`config.mk`:
```
export PLATFORM = sky130hd
export DESIGN_NAME = flash_sector_page_log_manager
export DESIGN_NICKNAME = d
export VERILOG_FILES = /design/src/hw/rtl/fsplm_pkg.sv /design/src/hw/rtl/flash_sector_page_log_manager.sv /design/src/hw/rtl/fsplm_ram.sv /design/src/hw/rtl/fsplm_ctrl.sv /design/src/hw/rtl/fsplm_dp.sv
export SDC_FILE = /design/constraint.sdc
export NUM_CORES = 1
export LEC_CHECK = 0
export BUFFER_PORTS_ARGS = -buffer_cell sky130_fd_sc_hd__clkbuf_2
export CAP_MARGIN = 30
export CORE_MARGIN = 2
export CORE_UTILIZATION = 65
export DETAILED_ROUTE_END_ITERATION = 12
export HOLD_SLACK_MARGIN = 0.02
export PLACE_DENSITY = 0.91
export SETUP_SLACK_MARGIN = 0.05
export SYNTH_ARGS = -nofsm -noshare
export SYNTH_HDL_FRONTEND = slang
export SYNTH_SLANG_ARGS = --single-unit
```
`constraint.sdc`:
```
create_clock -name clk -period 14.47 [get_ports clk]
set_clock_uncertainty 0.15 [all_clocks]
set_input_delay 1.447 -clock clk [delete_from_list [all_inputs] [get_ports clk]]
set_output_delay 1.447 -clock clk [all_outputs]
set_load 0.005 [all_outputs]
```
`src/hw/rtl/fsplm_pkg.sv`:
```
`timescale 1ns / 1ps
`default_nettype none

package fsplm_pkg;

	localparam int NUM_SECTORS      = 16;
	localparam int PAGES_PER_SECTOR = 16;
	localparam int PAGE_BYTES       = 256;

	localparam int OP_W   = 3;
	localparam int SEC_W  = 4;
	localparam int PAGE_W = 4;
	localparam int ADDR_W = 16;
	localparam int CNT_W  = 5;
	// current page counts one past the last page
	localparam int CPAGE_W = $clog2(PAGES_PER_SECTOR + 1);
	localparam int SCNT_W  = $clog2(NUM_SECTORS + 1);
	localparam int PCNT_W  = $clog2(PAGES_PER_SECTOR + 1);

	localparam logic [OP_W-1:0] OP_SAVE_HDR  = 3'd0;
	localparam logic [OP_W-1:0] OP_SAVE_DATA = 3'd1;
	localparam logic [OP_W-1:0] OP_LOAD_HDR  = 3'd2;
	localparam logic [OP_W-1:0] OP_LOAD_DATA = 3'd3;
	localparam logic [OP_W-1:0] OP_QUERY     = 3'd4;

	typedef struct packed {
		logic accept;
		logic find;
		logic exec;
		logic qry;
		logic load;
	} cmd_t;

	typedef struct packed {
		logic out_busy;
	} sts_t;

	typedef logic [PAGES_PER_SECTOR-1:0] row_t;

endpackage

`default_nettype wire

```
`src/hw/rtl/flash_sector_page_log_manager.sv`:
```
// Flash sector/page log manager.
// Input channel (in_valid/in_ready): one request per transaction, op selects
// save header, save data, load header, load data or query; query_sector picks
// the sector whose clean pages are counted. Output channel (out_valid/out_ready):
// one result per request, carrying at most one flash command (program, read or
// erase) with its sector, page and byte address, plus the free-sector count and
// the clean-page count of query_sector, both taken after the request.
// A request passes through the find, exec, qry and cnt states. One request is in
// flight at a time, and a new one is taken only after cnt has loaded the last
// result; find reads the target row through the single read port of the mark
// RAM, exec searches and updates it, qry reads the queried row, and cnt loads
// the result, waiting while the output register is still busy.
// Reset clears every page mark to clean, drops the current sector and sets the
// current page to 0; the RAM needs no clearing pass since per-row valid bits
// make unwritten rows read clean.
// A stalled receiver holds the result in the output register; the next request
// can already be accepted, and its result waits until the register is free.
`timescale 1ns / 1ps
`default_nettype none

module flash_sector_page_log_manager (
	input  wire logic                           clk,
	input  wire logic                           arst_n,
	input  wire logic                           in_valid,
	output logic                                in_ready,
	input  wire logic [fsplm_pkg::OP_W-1:0]     op,
	input  wire logic [fsplm_pkg::SEC_W-1:0]    query_sector,
	output logic                                out_valid,
	input  wire logic                           out_ready,
	output logic                                status,
	output logic                                do_write,
	output logic                                do_read,
	output logic                                do_erase,
	output logic      [fsplm_pkg::SEC_W-1:0]    sel_sector,
	output logic      [fsplm_pkg::PAGE_W-1:0]   sel_page,
	output logic      [fsplm_pkg::ADDR_W-1:0]   flash_addr,
	output logic      [fsplm_pkg::CNT_W-1:0]    free_sectors,
	output logic      [fsplm_pkg::CNT_W-1:0]    free_pages
);

	import fsplm_pkg::*;

	cmd_t cmd;
	sts_t sts;

	fsplm_ctrl u_ctrl (
		.clk     (clk),
		.arst_n  (arst_n),
		.in_valid(in_valid),
		.in_ready(in_ready),
		.cmd     (cmd),
		.sts     (sts)
	);

	fsplm_dp u_dp (
		.clk         (clk),
		.arst_n      (arst_n),
		.cmd         (cmd),
		.sts         (sts),
		.op          (op),
		.query_sector(query_sector),
		.out_valid   (out_valid),
		.out_ready   (out_ready),
		.status      (status),
		.do_write    (do_write),
		.do_read     (do_read),
		.do_erase    (do_erase),
		.sel_sector  (sel_sector),
		.sel_page    (sel_page),
		.flash_addr  (flash_addr),
		.free_sectors(free_sectors),
		.free_pages  (free_pages)
	);

	// busy for the rest of the transaction after an accept
	a_busy_after_accept: assert property (@(posedge clk) disable iff (!arst_n)
		in_valid && in_ready |=> !in_ready)
		else $error("request accepted while a transaction was in flight");

	a_load_sets_valid: assert property (@(posedge clk) disable iff (!arst_n)
		cmd.load |=> out_valid)
		else $error("result register loaded without raising out_valid");

	a_one_command: assert property (@(posedge clk) disable iff (!arst_n)
		out_valid |-> $onehot0({do_write, do_read, do_erase}))
		else $error("more than one flash command in one result");

	a_erase_fails: assert property (@(posedge clk) disable iff (!arst_n)
		out_valid && do_erase |-> status && (sel_page == '0))
		else $error("erase reported with success or nonzero page");

endmodule

`default_nettype wire

```
`src/hw/rtl/fsplm_ram.sv`:
```
`timescale 1ns / 1ps
`default_nettype none

module fsplm_ram #(
	parameter int WIDTH = 16,
	parameter int DEPTH = 16
) (
	input  wire logic                                   clk,
	input  wire logic                                   we,
	input  wire logic [((DEPTH > 1) ? $clog2(DEPTH) : 1)-1:0] waddr,
	input  wire logic [WIDTH-1:0]                       wdata,
	input  wire logic                                   re,
	input  wire logic [((DEPTH > 1) ? $clog2(DEPTH) : 1)-1:0] raddr,
	output logic      [WIDTH-1:0]                       rdata
);

	logic [WIDTH-1:0] mem_q [DEPTH];

	always_ff @(posedge clk) begin
		if (we) begin
			mem_q[waddr] <= wdata;
		end
		if (re) begin
			rdata <= mem_q[raddr];
		end
	end

endmodule

`default_nettype wire

```
`src/hw/rtl/fsplm_ctrl.sv`:
```
`timescale 1ns / 1ps
`default_nettype none

module fsplm_ctrl (
	input  wire logic          clk,
	input  wire logic          arst_n,
	input  wire logic          in_valid,
	output logic               in_ready,
	output fsplm_pkg::cmd_t    cmd,
	input  wire fsplm_pkg::sts_t sts
);

	import fsplm_pkg::*;

	typedef enum logic [2:0] {
		ST_IDLE,
		ST_FIND,
		ST_EXEC,
		ST_QRY,
		ST_CNT
	} state_t;

	state_t state_q;

	assign in_ready   = (state_q == ST_IDLE);
	assign cmd.accept = in_valid && (state_q == ST_IDLE);
	assign cmd.find   = (state_q == ST_FIND);
	assign cmd.exec   = (state_q == ST_EXEC);
	assign cmd.qry    = (state_q == ST_QRY);
	assign cmd.load   = (state_q == ST_CNT) && !sts.out_busy;

	always_ff @(posedge clk or negedge arst_n) begin
		if (!arst_n) begin
			state_q <= ST_IDLE;
		end else begin
			unique case (state_q)
				ST_IDLE: begin
					if (in_valid) begin
						state_q <= ST_FIND;
					end
				end
				ST_FIND: state_q <= ST_EXEC;
				ST_EXEC: state_q <= ST_QRY;
				ST_QRY:  state_q <= ST_CNT;
				ST_CNT: begin
					// hold until the output register frees up
					if (!sts.out_busy) begin
						state_q <= ST_IDLE;
					end
				end
				default: state_q <= ST_IDLE;
			endcase
		end
	end

endmodule

`default_nettype wire

```
`src/hw/rtl/fsplm_dp.sv`:
```
`timescale 1ns / 1ps
`default_nettype none

module fsplm_dp (
	input  wire logic                           clk,
	input  wire logic                           arst_n,
	input  wire fsplm_pkg::cmd_t                cmd,
	output fsplm_pkg::sts_t                     sts,
	input  wire logic [fsplm_pkg::OP_W-1:0]     op,
	input  wire logic [fsplm_pkg::SEC_W-1:0]    query_sector,
	output logic                                out_valid,
	input  wire logic                           out_ready,
	output logic                                status,
	output logic                                do_write,
	output logic                                do_read,
	output logic                                do_erase,
	output logic      [fsplm_pkg::SEC_W-1:0]    sel_sector,
	output logic      [fsplm_pkg::PAGE_W-1:0]   sel_page,
	output logic      [fsplm_pkg::ADDR_W-1:0]   flash_addr,
	output logic      [fsplm_pkg::CNT_W-1:0]    free_sectors,
	output logic      [fsplm_pkg::CNT_W-1:0]    free_pages
);

	import fsplm_pkg::*;

	// transaction fields
	logic [OP_W-1:0]  op_q;
	logic [SEC_W-1:0] qs_q;

	// log state
	logic [SEC_W-1:0]       cur_sector_q;
	logic                   sector_valid_q;
	logic [CPAGE_W-1:0]     cur_page_q;
	logic                   page_valid_q;
	logic [NUM_SECTORS-1:0] first_q;    // page 0 mark of every sector
	logic [NUM_SECTORS-1:0] row_vld_q;  // row written since reset

	logic [SEC_W-1:0] tgt_s1;
	logic             tgt_ok_s1;
	logic             rvld_s1;

	logic             status_s2;
	logic             wr_s2;
	logic             rd_s2;
	logic             er_s2;
	logic [SEC_W-1:0] sel_sector_s2;
	logic [PAGE_W-1:0] sel_page_s2;
	logic [ADDR_W-1:0] addr_s2;
	logic [SCNT_W-1:0] fsec_s2;

	logic             out_valid_q;

	// mark RAM
	logic             ram_we;
	logic             ram_re;
	logic [SEC_W-1:0] ram_raddr;
	row_t             ram_rdata;
	row_t             row;

	// search results
	logic [SEC_W-1:0]  fc_idx;
	logic              fc_ok;
	logic [SEC_W-1:0]  fw_idx;
	logic              fw_ok;
	logic [SEC_W-1:0]  tgt;
	logic              tgt_ok;
	logic [PAGE_W-1:0] fp_idx;
	logic              fp_ok;

	// exec next values
	logic [SEC_W-1:0]   cur_sector_d;
	logic               sector_valid_d;
	logic [CPAGE_W-1:0] cur_page_d;
	logic               page_valid_d;
	row_t               new_row;
	logic               row_we;
	logic               st_d;
	logic               wr_d;
	logic               rd_d;
	logic               er_d;
	logic [SEC_W-1:0]   cs_d;
	logic [PAGE_W-1:0]  cp_d;
	logic [31:0]        addr_full;

	logic [SCNT_W-1:0] fsec_cnt;
	logic [PCNT_W-1:0] fpg_cnt;
	logic [CNT_W-1:0]  fpg_out;

	assign sts.out_busy = out_valid_q && !out_ready;
	assign row          = rvld_s1 ? ram_rdata : '0;

	fsplm_ram #(
		.WIDTH(PAGES_PER_SECTOR),
		.DEPTH(NUM_SECTORS)
	) u_ram (
		.clk  (clk),
		.we   (ram_we),
		.waddr(tgt_s1),
		.wdata(new_row),
		.re   (ram_re),
		.raddr(ram_raddr),
		.rdata(ram_rdata)
	);

	assign ram_re    = cmd.find || cmd.qry;
	assign ram_raddr = cmd.find ? tgt : qs_q;
	assign ram_we    = cmd.exec && row_we;

	// lowest sector with clean / written first page
	always_comb begin
		fc_idx = '0;
		fc_ok  = 1'b0;
		fw_idx = '0;
		fw_ok  = 1'b0;
		for (int i = NUM_SECTORS - 1; i >= 0; i--) begin
			if (!first_q[i]) begin
				fc_idx = SEC_W'(i);
				fc_ok  = 1'b1;
			end else begin
				fw_idx = SEC_W'(i);
				fw_ok  = 1'b1;
			end
		end
	end

	always_comb begin
		unique case (op_q)
			OP_SAVE_HDR: begin
				tgt    = fc_idx;
				tgt_ok = fc_ok;
			end
			OP_LOAD_HDR: begin
				tgt    = fw_idx;
				tgt_ok = fw_ok;
			end
			default: begin
				tgt    = cur_sector_q;
				tgt_ok = sector_valid_q;
			end
		endcase
	end

	// lowest clean page of the fetched row
	always_comb begin
		fp_idx = '0;
		fp_ok  = 1'b0;
		for (int i = PAGES_PER_SECTOR - 1; i >= 0; i--) begin
			if (!row[i]) begin
				fp_idx = PAGE_W'(i);
				fp_ok  = 1'b1;
			end
		end
	end

	always_comb begin
		cur_sector_d   = cur_sector_q;
		sector_valid_d = sector_valid_q;
		cur_page_d     = cur_page_q;
		page_valid_d   = page_valid_q;
		new_row        = row;
		row_we         = 1'b0;
		st_d           = 1'b1;
		wr_d           = 1'b0;
		rd_d           = 1'b0;
		er_d           = 1'b0;
		cs_d           = '0;
		cp_d           = '0;
		unique case (op_q)
			OP_SAVE_HDR: begin
				if (tgt_ok_s1) begin
					cur_sector_d   = tgt_s1;
					sector_valid_d = 1'b1;
					cur_page_d     = '0;
					page_valid_d   = 1'b1;
					new_row[0]     = 1'b1;
					row_we         = 1'b1;
					wr_d           = 1'b1;
					cs_d           = tgt_s1;
					st_d           = 1'b0;
				end else begin
					sector_valid_d = 1'b0;
				end
			end
			OP_SAVE_DATA: begin
				if (sector_valid_q) begin
					if (fp_ok) begin
						cur_page_d      = CPAGE_W'(fp_idx);
						page_valid_d    = 1'b1;
						new_row[fp_idx] = 1'b1;
						row_we          = 1'b1;
						wr_d            = 1'b1;
						cs_d            = cur_sector_q;
						cp_d            = fp_idx;
						st_d            = 1'b0;
					end else begin
						page_valid_d = 1'b0;
					end
				end
			end
			OP_LOAD_HDR: begin
				cur_page_d   = '0;
				page_valid_d = 1'b1;
				if (tgt_ok_s1) begin
					cur_sector_d   = tgt_s1;
					sector_valid_d = 1'b1;
					cur_page_d     = CPAGE_W'(1);
					rd_d           = 1'b1;
					cs_d           = tgt_s1;
					st_d           = 1'b0;
				end else begin
					sector_valid_d = 1'b0;
				end
			end
			OP_LOAD_DATA: begin
				if (sector_valid_q) begin
					if (page_valid_q && (int'(cur_page_q) < PAGES_PER_SECTOR) &&
					    row[cur_page_q[PAGE_W-1:0]]) begin
						rd_d       = 1'b1;
						cs_d       = cur_sector_q;
						cp_d       = cur_page_q[PAGE_W-1:0];
						cur_page_d = cur_page_q + CPAGE_W'(1);
						st_d       = 1'b0;
					end else begin
						// erase the sector: every page goes clean
						new_row = '0;
						row_we  = 1'b1;
						er_d    = 1'b1;
						cs_d    = cur_sector_q;
					end
				end
			end
			OP_QUERY: st_d = 1'b0;
			default: st_d = 1'b1;
		endcase
	end

	assign addr_full = (32'(cs_d) * 32'(PAGES_PER_SECTOR) + 32'(cp_d)) * 32'(PAGE_BYTES);

	always_comb begin
		fsec_cnt = '0;
		for (int i = 0; i < NUM_SECTORS; i++) begin
			fsec_cnt = fsec_cnt + SCNT_W'(!first_q[i]);
		end
	end

	always_comb begin
		fpg_cnt = '0;
		for (int i = 0; i < PAGES_PER_SECTOR; i++) begin
			fpg_cnt = fpg_cnt + PCNT_W'(!row[i]);
		end
		fpg_out = (int'(qs_q) < NUM_SECTORS) ? CNT_W'(fpg_cnt) : '0;
	end

	always_ff @(posedge clk or negedge arst_n) begin
		if (!arst_n) begin
			cur_sector_q   <= '0;
			sector_valid_q <= 1'b0;
			cur_page_q     <= '0;
			page_valid_q   <= 1'b1;
			first_q        <= '0;
			row_vld_q      <= '0;
			out_valid_q    <= 1'b0;
		end else begin
			if (cmd.exec) begin
				cur_sector_q   <= cur_sector_d;
				sector_valid_q <= sector_valid_d;
				cur_page_q     <= cur_page_d;
				page_valid_q   <= page_valid_d;
				if (row_we) begin
					row_vld_q[tgt_s1] <= 1'b1;
					first_q[tgt_s1]   <= new_row[0];
				end
			end
			if (cmd.load) begin
				out_valid_q <= 1'b1;
			end else if (out_ready) begin
				out_valid_q <= 1'b0;
			end
		end
	end

	always_ff @(posedge clk) begin
		if (cmd.accept) begin
			op_q <= op;
			qs_q <= query_sector;
		end
		if (cmd.find) begin
			tgt_s1    <= tgt;
			tgt_ok_s1 <= tgt_ok;
			rvld_s1   <= row_vld_q[tgt];
		end
		if (cmd.exec) begin
			status_s2     <= st_d;
			wr_s2         <= wr_d;
			rd_s2         <= rd_d;
			er_s2         <= er_d;
			sel_sector_s2 <= cs_d;
			sel_page_s2   <= cp_d;
			addr_s2       <= addr_full[ADDR_W-1:0];
		end
		if (cmd.qry) begin
			rvld_s1 <= row_vld_q[qs_q];
			fsec_s2 <= fsec_cnt;
		end
		if (cmd.load) begin
			status       <= status_s2;
			do_write     <= wr_s2;
			do_read      <= rd_s2;
			do_erase     <= er_s2;
			sel_sector   <= sel_sector_s2;
			sel_page     <= sel_page_s2;
			flash_addr   <= addr_s2;
			free_sectors <= CNT_W'(fsec_s2);
			free_pages   <= fpg_out;
		end
	end

	assign out_valid = out_valid_q;

endmodule

`default_nettype wire
```
==> impl_metrics.tcl <==
set metrics [dict create \
    synth.area.mux_share_pct 11.0 \
    syn_area_um2 16100 \
    synthArstFlopShare_pct 12.7 \
    p_total_mw 4.01 \
    clock_power_share_pct 22.5 \
    p_comb_share_pct 37.7 \
    fmax_mhz 191 \
    use_met1_pct 39.4 \
    ys_seq_area_share_pct 67.5 \
    endpoint_kind "flop" \
    powerDensity_nw_per_um2 223 \
    setup_viol 0 \
    grt_start_max_net_pins 64 \
    n_fill_cell 1398 \
    ys.warnings.count 0 \
    top_usage_layer "met2" \
    wl_per_cell_um 25.9 \
    layout_min_cycle_time_ns 5.24 \
    port_buffers 42 \
    cts.repair.resized 0 \
    firstDrtPassIters 6 \
    synth.largest_area_cell "edfxtp_1" \
    r2r_start "u_dp.rvld_s1" \
    synth_seq_cells 371 \
    seqPwrFrac_pct 39.8 \
    num_vias 10039 \
    post-route-period-util_pct 36.2 \
    drtIter0Drc 1444 \
    drt-vias-per-instance 6.81 \
    timing.final.max_slew_violations 0 \
    synth-xor-area-share_pct 0.325 \
    initial_core_util_pct 66.2 \
    grt_usage_pct 29.3 \
    drc 0 \
    stdcell_count 1475 \
    status "finished clean" \
    place_hpwl_um 23200 \
    root_buffer "clkbuf_16" \
    numCtsBuffers 37 \
    die_area_um2 26100 \
    crit_end "u_dp.free_pages[4]" \
    synth_edf_count 324 \
    crit_fanout 26 \
    die_h_um 162 \
    coreArea_um2 24400 \
    avgSynthCellArea_um2 15.1 \
    worstMarginPinSlew_ns 1.08 \
    drive_gt1_share_pct 17.0 \
    arrival_ns 5.37 \
    numClockSinks 371 \
    post_cts_buffers 0 \
    hold_class "reg -> reg" \
    grt-ovfl-total 0 \
    ctsHoldBuffers 0 \
    synth_top_family_by_area "multiplexers" \
    finalWeightedCongestion 0.953 \
    yosys.area.top_type_share_pct 60.2 \
    vdd_drop_max_mv 0.338 \
    synth-simple-area-share_pct 7.89 \
    clkLatencyLatePin_ns 0.53 \
    synthCells 1070 \
    cp-startpoint "u_dp.rvld_s1" \
    syn_to_final_growth_pct 11.4 \
    rows 57 \
    htreeDepth 2 \
    synth_compound_area_share_pct 7.19 \
    critPathKind "reg -> reg" \
    finalSetupTns_ns 0 \
    fp.dieW_um 162 \
    swShare_pct 35.1 \
    dp_cells 1402 \
    rsz0062_at_grt "false" \
    maxSlewHeadroom_pct 28.1 \
    drt-total-wl_um 38100 \
    cap_violations 0 \
    diodes 0 \
    reg2reg_depth 12 \
    start_kind "flop" \
    rr_endpoint "u_dp.free_pages[4]" \
    cts_tree "built" \
    ys_types 68 \
    met3_usage_pct 6.32 \
    worst_ep_required_time_ns 14.60 \
    power_switching_mw 1.41 \
    grt_pass1_wl_um 57200 \
    leakagePower_nw 6.79 \
    ioPinCount 51 \
    p_int_mw 2.61 \
    antenna_found_initial 0 \
    netlist_top_cells_area "edfxtp_1 60%, mux2i_1 8.3%, dfrtp_1 7.1%" \
    cts_max_path_buffers 3 \
    path_clk_slew_ns 0.07 \
    layout.nets 1168 \
    grt_util_met2_pct 46.6 \
    ys.flop_type "edfxtp_1" \
    finalHoldViolations 0 \
    grt_pass1_vias 9808 \
    synth_fa_ha_area_share_pct 3.24 \
    r2r_slack_ns 9.23 \
    ant_nets 0 \
]
==> per-stage QoR <==
step | setup slack, ns | hold WS, ns | cell area [µm²] | utilization (%)
finish | 9.23 | 0.269 | 18000 | 73.8
floorplan | 9.70 | 0.250 | 16200 | -
global route | 9.13 | 0.282 | 18000 | 73.8
CTS | 9.21 | 0.271 | 17900 | 73.4
global placement | 9.25 | 0.251 | 16700 | 68.3
detailed placement | 9.30 | 0.257 | 16800 | 68.7
==> final cells by class <==
| type | instances | area (µm²) | share of cell area, % |
|---|---|---|---|
| well taps | 324 | 405 | 2.25 |
| clock buffers | 47 | 1000 | 5.58 |
| inverters | 29 | 109 | 0.605 |
| repair buffers | 74 | 529 | 2.94 |
| flip-flops and latches | 371 | 10900 | 60.6 |
| multi-input cells | 613 | 4910 | 27.3 |
| clock inverters | 17 | 129 | 0.716 |
==> cells in the final DEF (no fill, tap or decap), types with 6 or more instances in the layout <==
cell type  instances
nand2b_1          12
edfxtp_1         324
a22o_1            13
mux2_2            18
nor4_1             8
o21ai_0           20
mux2i_1          133
inv_1             29
or2_2             18
a21oi_1           15
conb_1             8
o22ai_1           71
a31oi_1            8
dfrtp_1           46
nor2b_1           11
buf_4             26
and3_1             6
clkbuf_1           6
nor2_1            32
clkbuf_2          42
nand3_1           17
fa_1              18
nand2_1           62
a21o_1             7
nor2_2             6
clkinv_1          10
mux4_2            10
clkbuf_16         37
ha_1              13
nand4_1            9
or4_1             17
==> worst max-delay path, stage by stage, from the launching register on <==
cell and delay [ns]:
edfxtp_1 0.93, nand2_1 0.35, ha_1 0.44, xor2_1 0.18, ha_1 0.31, fa_1 0.49, fa_1 0.56, fa_1 0.43
ha_1 0.32, a21o_1 0.19, fa_1 0.39, a21oi_1 0.19, nor2b_1 0.07
==> layer usage <==
layer | up-vias | wire length, µm
li1 | 4234 | -
met3 | 143 | 4080
met2 | 707 | 18200
met1 | 4955 | 14300
met5 | - | 0
met4 | 0 | 1580
==> logic make-up after synthesis <==
logic type / Yosys count
other cells: 1
compound gates: 172
xor+xnor: 6
buf+inv: 93
flops: 371
fa+ha+maj: 31
simple gates: 233
mux: 163
==> worst min-delay path by stage <==
stage	end	from	cells past startpoint	slack (ns)
3_5_place_dp	u_dp.sel_page[1]	u_dp.sel_page_s2[1]	0	0.26
6_report	u_dp.sel_page[1]	u_dp.sel_page_s2[1]	0	0.27
5_1_grt	u_dp.sel_page[1]	u_dp.sel_page_s2[1]	0	0.28
2_1_floorplan	u_dp.do_erase	u_dp.er_s2	0	0.25
4_1_cts	u_dp.sel_page[1]	u_dp.sel_page_s2[1]	0	0.27
3_3_place_gp	u_dp.sel_sector[2]	u_dp.sel_sector_s2[2]	0	0.25
==> flip-flops by register name, indices dropped and copies added, names as in the netlist, 5 cells and up <==
| signal | count |
|---|---|
| u_dp.row_vld_q | 16 |
| u_dp.first_q | 16 |
| u_dp.cur_page_q | 5 |
| u_dp.fsec_s2 | 5 |
| u_dp.u_ram.mem_q | 256 |
| u_dp.free_sectors | 5 |
| u_dp.free_pages | 5 |
| u_dp.u_ram.rdata | 16 |
==> power by group through the flow <==
| stage | Combinational, mW | Sequential [mW] | Clock, mW |
|---|---|---|---|
| after global placement | 1.34 | 1.60 | 0 |
| after floorplan | 1.11 | 1.54 | 0 |
| after CTS | 1.48 | 1.59 | 0.905 |
| after global routing | 1.64 | 1.60 | 0.944 |
| after detailed placement | 1.46 | 1.61 | 0 |
| final | 1.51 | 1.60 | 0.903 |
==> cells in the mapped netlist, types with 6 or more instances <==
| master | number |
|---|---|
| a21o_1 | 7 |
| a21oi_1 | 15 |
| a22o_1 | 13 |
| a31oi_1 | 8 |
| and3_1 | 6 |
| buf_2 | 24 |
| buf_4 | 17 |
| clkbuf_1 | 22 |
| dfrtp_1 | 46 |
| edfxtp_1 | 324 |
| fa_1 | 18 |
| ha_1 | 13 |
| inv_1 | 29 |
| mux2_2 | 18 |
| mux2i_1 | 134 |
| mux4_2 | 10 |
| nand2_1 | 62 |
| nand2b_1 | 12 |
| nand3_1 | 17 |
| nand4_1 | 9 |
| nor2_1 | 38 |
| nor2b_1 | 12 |
| nor3_1 | 6 |
| nor4_1 | 8 |
| o21ai_0 | 20 |
| o22ai_1 | 72 |
| or2_2 | 18 |
| or4_1 | 17 |
No activity file was read; power rests on OpenSTA's default activity.
